===== src/hw/rtl/qsfd_pkg.sv =====
`timescale 1ns / 1ps
`default_nettype none
// ----------------------------------------------------------------------------
// qsfd_pkg
// Shared constants, types and count helpers of the quadtree split flag decoder.
// ----------------------------------------------------------------------------
package qsfd_pkg;

    localparam int unsigned LEVELS        = 4;
    localparam int unsigned QIDX_W        = $clog2(LEVELS);
    localparam int unsigned NUM_PARTS_DEF = 256;
    localparam logic [2:0]  MAX_DEPTH_RST = 3'd3;
    localparam logic [1:0]  QUAD_LAST     = 2'd3;

    typedef struct packed {
        logic [7:0] start;
        logic [8:0] count;
        logic [2:0] depth;
        logic       done;
        logic       forced;
    } t_leaf;

    function automatic logic [31:0] count_full(input int unsigned num_parts,
                                               input logic [2:0] level);
        logic [31:0] parts;
        parts = 32'(num_parts);
        if (level > 3'(LEVELS)) begin
            return 32'd0;
        end
        return parts >> (2 * level);
    endfunction

    function automatic logic [8:0] count_at(input int unsigned num_parts,
                                            input logic [2:0] level);
        logic [31:0] full;
        full = count_full(num_parts, level);
        return full[8:0];
    endfunction

    // Deepest level whose partition count is still at least one.
    function automatic logic [2:0] max_eff_depth(input int unsigned num_parts);
        logic [2:0] d;
        d = 3'(LEVELS);
        for (int k = 0; k < LEVELS; k++) begin
            if (d != 3'd0 && count_full(num_parts, d) == 32'd0) begin
                d = d - 3'd1;
            end
        end
        return d;
    endfunction

endpackage
`default_nettype wire


===== src/hw/rtl/qsfd_walker.sv =====
`timescale 1ns / 1ps
`default_nettype none
// ----------------------------------------------------------------------------
// qsfd_walker
// Quadtree walk state and the per-flag level, quadrant and position update.
// ----------------------------------------------------------------------------
module qsfd_walker #(
    parameter int unsigned NUM_PARTS = qsfd_pkg::NUM_PARTS_DEF
) (
    input  wire logic            i_clk,
    input  wire logic            i_rst_n,
    input  wire logic            i_fire,
    input  wire logic            i_split_flag,
    input  wire logic [2:0]      i_max_depth,
    output logic                 o_is_leaf,
    output qsfd_pkg::t_leaf      o_leaf
);

    localparam logic [2:0] MAX_EFF = qsfd_pkg::max_eff_depth(NUM_PARTS);
    localparam logic [2:0] LVL_MAX = 3'(qsfd_pkg::LEVELS);

    logic [2:0] r_cur_level, n_cur_level;
    logic [7:0] r_pos,       n_pos;
    logic [1:0] r_quad [qsfd_pkg::LEVELS];
    logic [1:0] n_quad [qsfd_pkg::LEVELS];

    logic [2:0] lvl;
    logic [2:0] md;
    logic [2:0] eff;
    logic [2:0] up;
    logic       do_split;
    logic [8:0] count;

    always_comb begin
        lvl      = (r_cur_level > LVL_MAX) ? LVL_MAX : r_cur_level;
        md       = (i_max_depth > LVL_MAX) ? LVL_MAX : i_max_depth;
        eff      = (md > MAX_EFF) ? MAX_EFF : md;
        do_split = i_split_flag && (lvl < eff);
        count    = qsfd_pkg::count_at(NUM_PARTS, lvl);

        up = lvl;
        for (int j = qsfd_pkg::LEVELS; j >= 1; j--) begin
            if (up == 3'(j) && r_quad[qsfd_pkg::QIDX_W'(j - 1)] == qsfd_pkg::QUAD_LAST) begin
                up = 3'(j - 1);
            end
        end

        o_is_leaf     = !do_split;
        o_leaf.start  = r_pos;
        o_leaf.count  = count;
        o_leaf.depth  = lvl;
        o_leaf.done   = (up == 3'd0);
        o_leaf.forced = i_split_flag;

        n_cur_level = r_cur_level;
        n_pos       = r_pos;
        n_quad      = r_quad;
        if (i_fire) begin
            if (do_split) begin
                n_quad[lvl[qsfd_pkg::QIDX_W-1:0]] = 2'd0;
                n_cur_level = lvl + 3'd1;
            end else if (up == 3'd0) begin
                n_cur_level = 3'd0;
                n_pos       = 8'd0;
                for (int k = 0; k < qsfd_pkg::LEVELS; k++) begin
                    n_quad[k] = 2'd0;
                end
            end else begin
                n_pos       = r_pos + count[7:0];
                n_cur_level = up;
                n_quad[qsfd_pkg::QIDX_W'(up - 3'd1)] =
                    r_quad[qsfd_pkg::QIDX_W'(up - 3'd1)] + 2'd1;
            end
        end
    end

    always_ff @(posedge i_clk) begin
        if (!i_rst_n) begin
            r_cur_level <= 3'd0;
            r_pos       <= 8'd0;
            for (int k = 0; k < qsfd_pkg::LEVELS; k++) begin
                r_quad[k] <= 2'd0;
            end
        end else begin
            r_cur_level <= n_cur_level;
            r_pos       <= n_pos;
            r_quad      <= n_quad;
        end
    end

endmodule
`default_nettype wire


===== src/hw/rtl/qsfd_out_reg.sv =====
`timescale 1ns / 1ps
`default_nettype none
// ----------------------------------------------------------------------------
// qsfd_out_reg
// Result register that holds one leaf transaction until the receiver takes it.
// ----------------------------------------------------------------------------
module qsfd_out_reg (
    input  wire logic            i_clk,
    input  wire logic            i_rst_n,
    input  wire logic            i_load,
    input  wire qsfd_pkg::t_leaf i_leaf,
    input  wire logic            i_out_stall,
    output logic                 o_free,
    output logic                 o_out_valid,
    output qsfd_pkg::t_leaf      o_leaf
);

    logic            r_valid, n_valid;
    qsfd_pkg::t_leaf r_leaf;

    assign o_free      = !r_valid || !i_out_stall;
    assign o_out_valid = r_valid;
    assign o_leaf      = r_leaf;

    always_comb begin
        n_valid = r_valid;
        if (i_load) begin
            n_valid = 1'b1;
        end else if (!i_out_stall) begin
            n_valid = 1'b0;
        end
    end

    always_ff @(posedge i_clk) begin
        if (!i_rst_n) begin
            r_valid <= 1'b0;
        end else begin
            r_valid <= n_valid;
        end
    end

    always_ff @(posedge i_clk) begin
        if (i_load) begin
            r_leaf <= i_leaf;
        end
    end

endmodule
`default_nettype wire


===== src/hw/rtl/quadtree_split_flag_decoder_core.sv =====
`timescale 1ns / 1ps
`default_nettype none
// ----------------------------------------------------------------------------
// quadtree_split_flag_decoder_core
// Turns depth-first split flags of a coding-tree block into leaf transactions.
//
// Channel   Direction  Handshake               Payload
// input     in         i_in_valid / o_in_stall  i_split_flag
// output    out        o_out_valid / i_out_stall o_leaf_start, o_leaf_count,
//                                               o_leaf_depth, o_block_done,
//                                               o_forced_leaf
// config    in         i_cfg_we                 i_cfg_wdata (max_depth)
//
// One flag is taken per cycle while o_in_stall is low; a leaf passes the input
// register and then the result register before it is presented.
// The input register feeds the walk state update.
// Reset clears the walk to depth 0 and sets max_depth to 3.
// A stalled output blocks only flags that close a leaf; splits still advance.
// ----------------------------------------------------------------------------
module quadtree_split_flag_decoder_core #(
    parameter int unsigned NUM_PARTS = qsfd_pkg::NUM_PARTS_DEF
) (
    input  wire logic       i_clk,
    input  wire logic       i_rst_n,
    input  wire logic       i_in_valid,
    output logic            o_in_stall,
    input  wire logic       i_split_flag,
    input  wire logic       i_cfg_we,
    input  wire logic [2:0] i_cfg_wdata,
    output logic            o_out_valid,
    input  wire logic       i_out_stall,
    output logic [7:0]      o_leaf_start,
    output logic [8:0]      o_leaf_count,
    output logic [2:0]      o_leaf_depth,
    output logic            o_block_done,
    output logic            o_forced_leaf
);

    logic            r_in_valid, n_in_valid;
    logic            r_flag;
    logic [2:0]      r_max_depth;
    logic            accept;
    logic            fire;
    logic            is_leaf;
    logic            out_free;
    qsfd_pkg::t_leaf leaf;
    qsfd_pkg::t_leaf out_leaf;

    assign fire       = r_in_valid && (!is_leaf || out_free);
    assign o_in_stall = r_in_valid && !fire;
    assign accept     = i_in_valid && !o_in_stall;

    always_comb begin
        n_in_valid = r_in_valid;
        if (accept) begin
            n_in_valid = 1'b1;
        end else if (fire) begin
            n_in_valid = 1'b0;
        end
    end

    always_ff @(posedge i_clk) begin
        if (!i_rst_n) begin
            r_in_valid  <= 1'b0;
            r_max_depth <= qsfd_pkg::MAX_DEPTH_RST;
        end else begin
            r_in_valid <= n_in_valid;
            if (i_cfg_we) begin
                r_max_depth <= i_cfg_wdata;
            end
        end
    end

    always_ff @(posedge i_clk) begin
        if (accept) begin
            r_flag <= i_split_flag;
        end
    end

    qsfd_walker #(
        .NUM_PARTS(NUM_PARTS)
    ) u_walker (
        .i_clk        (i_clk),
        .i_rst_n      (i_rst_n),
        .i_fire       (fire),
        .i_split_flag (r_flag),
        .i_max_depth  (r_max_depth),
        .o_is_leaf    (is_leaf),
        .o_leaf       (leaf)
    );

    qsfd_out_reg u_out_reg (
        .i_clk       (i_clk),
        .i_rst_n     (i_rst_n),
        .i_load      (fire && is_leaf),
        .i_leaf      (leaf),
        .i_out_stall (i_out_stall),
        .o_free      (out_free),
        .o_out_valid (o_out_valid),
        .o_leaf      (out_leaf)
    );

    assign o_leaf_start  = out_leaf.start;
    assign o_leaf_count  = out_leaf.count;
    assign o_leaf_depth  = out_leaf.depth;
    assign o_block_done  = out_leaf.done;
    assign o_forced_leaf = out_leaf.forced;

endmodule
`default_nettype wire


===== config.mk =====
export PLATFORM = sky130hd
export DESIGN_NAME = quadtree_split_flag_decoder_core
export DESIGN_NICKNAME = d
export VERILOG_FILES = /design/src/hw/rtl/qsfd_pkg.sv /design/src/hw/rtl/qsfd_walker.sv /design/src/hw/rtl/qsfd_out_reg.sv /design/src/hw/rtl/quadtree_split_flag_decoder_core.sv
export SDC_FILE = /design/constraint.sdc
export NUM_CORES = 1
export LEC_CHECK = 0
export ABC_CLOCK_PERIOD_IN_PS = 3450
export BUFFER_PORTS_ARGS = -buffer_cell sky130_fd_sc_hd__buf_4
export CORE_ASPECT_RATIO = 1.4
export CORE_MARGIN = 2
export CORE_UTILIZATION = 40
export CTS_CLUSTER_SIZE = 20
export DETAILED_ROUTE_END_ITERATION = 6
export PLACE_DENSITY = 0.64
export SLEW_MARGIN = 5
export SYNTH_ARGS = -nofsm -noshare
export SYNTH_HDL_FRONTEND = slang
export SYNTH_SLANG_ARGS = --single-unit

===== constraint.sdc =====
create_clock -name i_clk -period 3.45 [get_ports i_clk]
set_input_delay 0.69 -clock i_clk [delete_from_list [all_inputs] [get_ports i_clk]]
set_output_delay 0.69 -clock i_clk [all_outputs]
set_load 0.02 [all_outputs]

==> results.yml <==
global_route:
  grt_max_degree: 16
  groute.usage.overall: 0.1633
  grt_pass1_wl_mm: 7.534
  grt.overflow.total: 0
  grt_pass1_vias: 1604
  antenna_found_initial: 0
place:
  hpwl_mm: 3.273
  gp_congestion: 0.8431
  io_buffers: 28
logic_synthesis:
  async_flop_share: 0
  synth_cell_type_count: 50
  syn-cell-area_sq_mm: 0.002142
  yosysTopAreaCell: "edfxtp_1"
  yosys_warnings: 0
  ys_seq_area_frac: 0.4907
  synth.avg_cell_area_sq_um: 10.66
  synth-edff-count: 19
  synthTopCellsByArea: "edfxtp_1, dfxtp_1, ha_1"
  yosysTopAreaCellShare: 0.2664
  synth_ff_type: "dfxtp_1"
  syn_inst: 201
  ys_seq_elements: 43
setup_path:
  worstSetupStartpointType: "flop"
  worstPathCellList: "nor2b_4 -> inv_1 -> ha_1 -> nand3_1 -> a32o_2 -> inv_1 -> ha_1 -> mux2i_1 -> xor2_1 -> nor2_1 -> a2111oi_2 -> a22o_1"
  path_delay_family: "compound AO/OA/AOI/OAI gates"
  crit_type: "flop to flop"
  cp_max_fo: 8
  cpPeakStageDelay_ns: 0.46
  path_buf_inv: 2
  cpMaxStageDelayCell: "a2111oi_2"
  worstPathArrival_ns: 3.39
  crit_required_ns: 3.69
  critPathCaptureType: "flop"
routing:
  detail_route.wl_per_cell_um: 14.88
  viasPerCell: 5.447
  via_count: 1634
  drt_drc_violations_left: 0
  dr.pass1.iters: 4
  postRouteAntennaNets: 0
  detail_route.iter0.violations: 63
  wirelength_mm: 4.465
clocking:
  post_cts.repair.setup_buffers: 0
  cts_buffer_depth: 2
  clk_pin_slew_ns: 0.08
  cts_max_level: 2
  cts_root_buffer: "clkbuf_8"
  cts_tree: "done"
  cts_hold_buf: 0
  ctsResizeCount: 0
  numCtsBuffers: 5
  clock_latency_ns: 0.29
  cts_sinks: 43
sta:
  hold_viol_final: 0
  relSlewSlack: 0.5754
  setup_violations: 0
  min_period_ns: 3.148
  min_period_over_period: 0.9124
  finClkSkew_ns: 0.003419
  fin_tns_setup_ns: 0
  max_freq_mhz: 317.7
  worst_pin_slew_ns: 0.6290
  drv_slew: 0
  rsz0062_at_grt: "false"
finish:
  final_cell_mix: "buf_4, dfxtp_1, nand2_1, edfxtp_1, ha_1"
  fill_cells: 499
  nNetsFinal: 257
  syn_to_final_growth_pct: 17.00
  layout_commonest_cell: "buf_4"
  final_layout_size_suffix_gt1_frac: 0.2222
  antenna_cells: 0
pwr:
  power.total_w: 0.001063
  p_per_area_mw_per_mm2: 424.2
  peakVddDrop_mv: 0.1932
  p_leak_nw: 1.009
die:
  initial_utilization: 0.4152
  die_height_um: 90.59
  rows: 31
  coreArea_sq_mm: 0.005159
  die_area_sq_mm: 0.005965
  die_w_um: 65.85
  top_level_ports: 33
status:
  outcome: "complete, no violations"
job:
  cap_violations: 0
worst_hold_path:
  hold_path.class: "flop to flop"
[cell type report]
cell class,count,area [sq um],area share
Multi-Input combinational cell,138,994.7,0.3969
Clock buffer,6,72.57,0.02896
Clock inverter,2,12.51,0.004993
Timing Repair Buffer,33,247.7,0.09885
Sequential cell,43,1051,0.4194
Inverter,12,45.04,0.01797
Tap cell,66,82.58,0.03295
[sequential cells by signal, summed over array words and instances (netlist names)]
name and flops:
r_max_depth 3, r_in_valid 1, u_walker.r_cur_level 3, u_walker.r_quad 8
u_out_reg.o_leaf 18, u_out_reg.o_out_valid 1, u_walker.r_pos 8, r_flag 1
[where the power goes]
group / internal (W) / total [W] / switching, W
sequential: 0.000552 / 0.000562 / 0.0000107
clock: 0.000141 / 0.000311 / 0.000169
combinational: 0.0000728 / 0.000190 / 0.000117
[path summary, 6_finish.rpt]
kind,cells after the start,slack (ns),start,end
max,12,0.30,u_walker.r_cur_level[0],u_walker.r_quad[1]
min,0,0.48,u_walker.r_pos[6],u_out_reg.o_leaf[20]
max reg2reg,12,0.30,u_walker.r_cur_level[0],u_walker.r_quad[1]
min reg2reg,0,0.48,u_walker.r_pos[6],u_out_reg.o_leaf[20]
[cell families after synthesis]
family | Yosys count | share of synthesized area
simple gates | 52 | 0.1203
mux | 7 | 0.03330
buf+inv | 23 | 0.05023
compound gates | 54 | 0.1916
xor+xnor | 6 | 0.02453
flops | 43 | 0.4907
fa+ha+maj | 15 | 0.08762
other cells | 1 | 0.001751
[Yosys cell counts (2+ instances only)]
library cell	n
o211ai_1	2
dfxtp_1	24
a22o_1	6
o21ai_0	7
a311oi_1	3
nand2b_1	2
nor3_1	2
o221a_2	2
clkbuf_1	4
buf_2	2
o21a_1	2
xnor2_1	2
ha_1	15
a21oi_1	12
a21boi_0	2
o22ai_1	2
buf_4	5
a31oi_1	4
nor2b_1	3
nand2_1	19
nand3_1	8
mux2i_1	6
xor2_1	4
nor2_1	9
edfxtp_1	19
inv_1	11
[layer usage]
layer,vias up,share of wire,GRT usage
met5,-,0,0
met4,0,0.031,0.1076
met3,8,0.041,0.02494
met2,46,0.51,0.2643
met1,781,0.41,0.1949
li1,799,-,-
[stage by stage]
step,cell area [sq um],setup WS (ns),util,hold WS [ns],cells
2_1_floorplan,2153,0.4333,-,0.4338,204
3_3_place_gp,2421,0.4647,0.4693,0.4506,292
3_5_place_dp,2421,0.3667,0.4693,0.4604,292
4_1_cts,2506,0.3235,0.4858,0.4794,300
5_1_grt,2506,0.06923,0.4858,0.4973,300
6_report,2506,0.3023,0.4858,0.4762,300
Note: power is estimated with default switching activity, not from simulation.
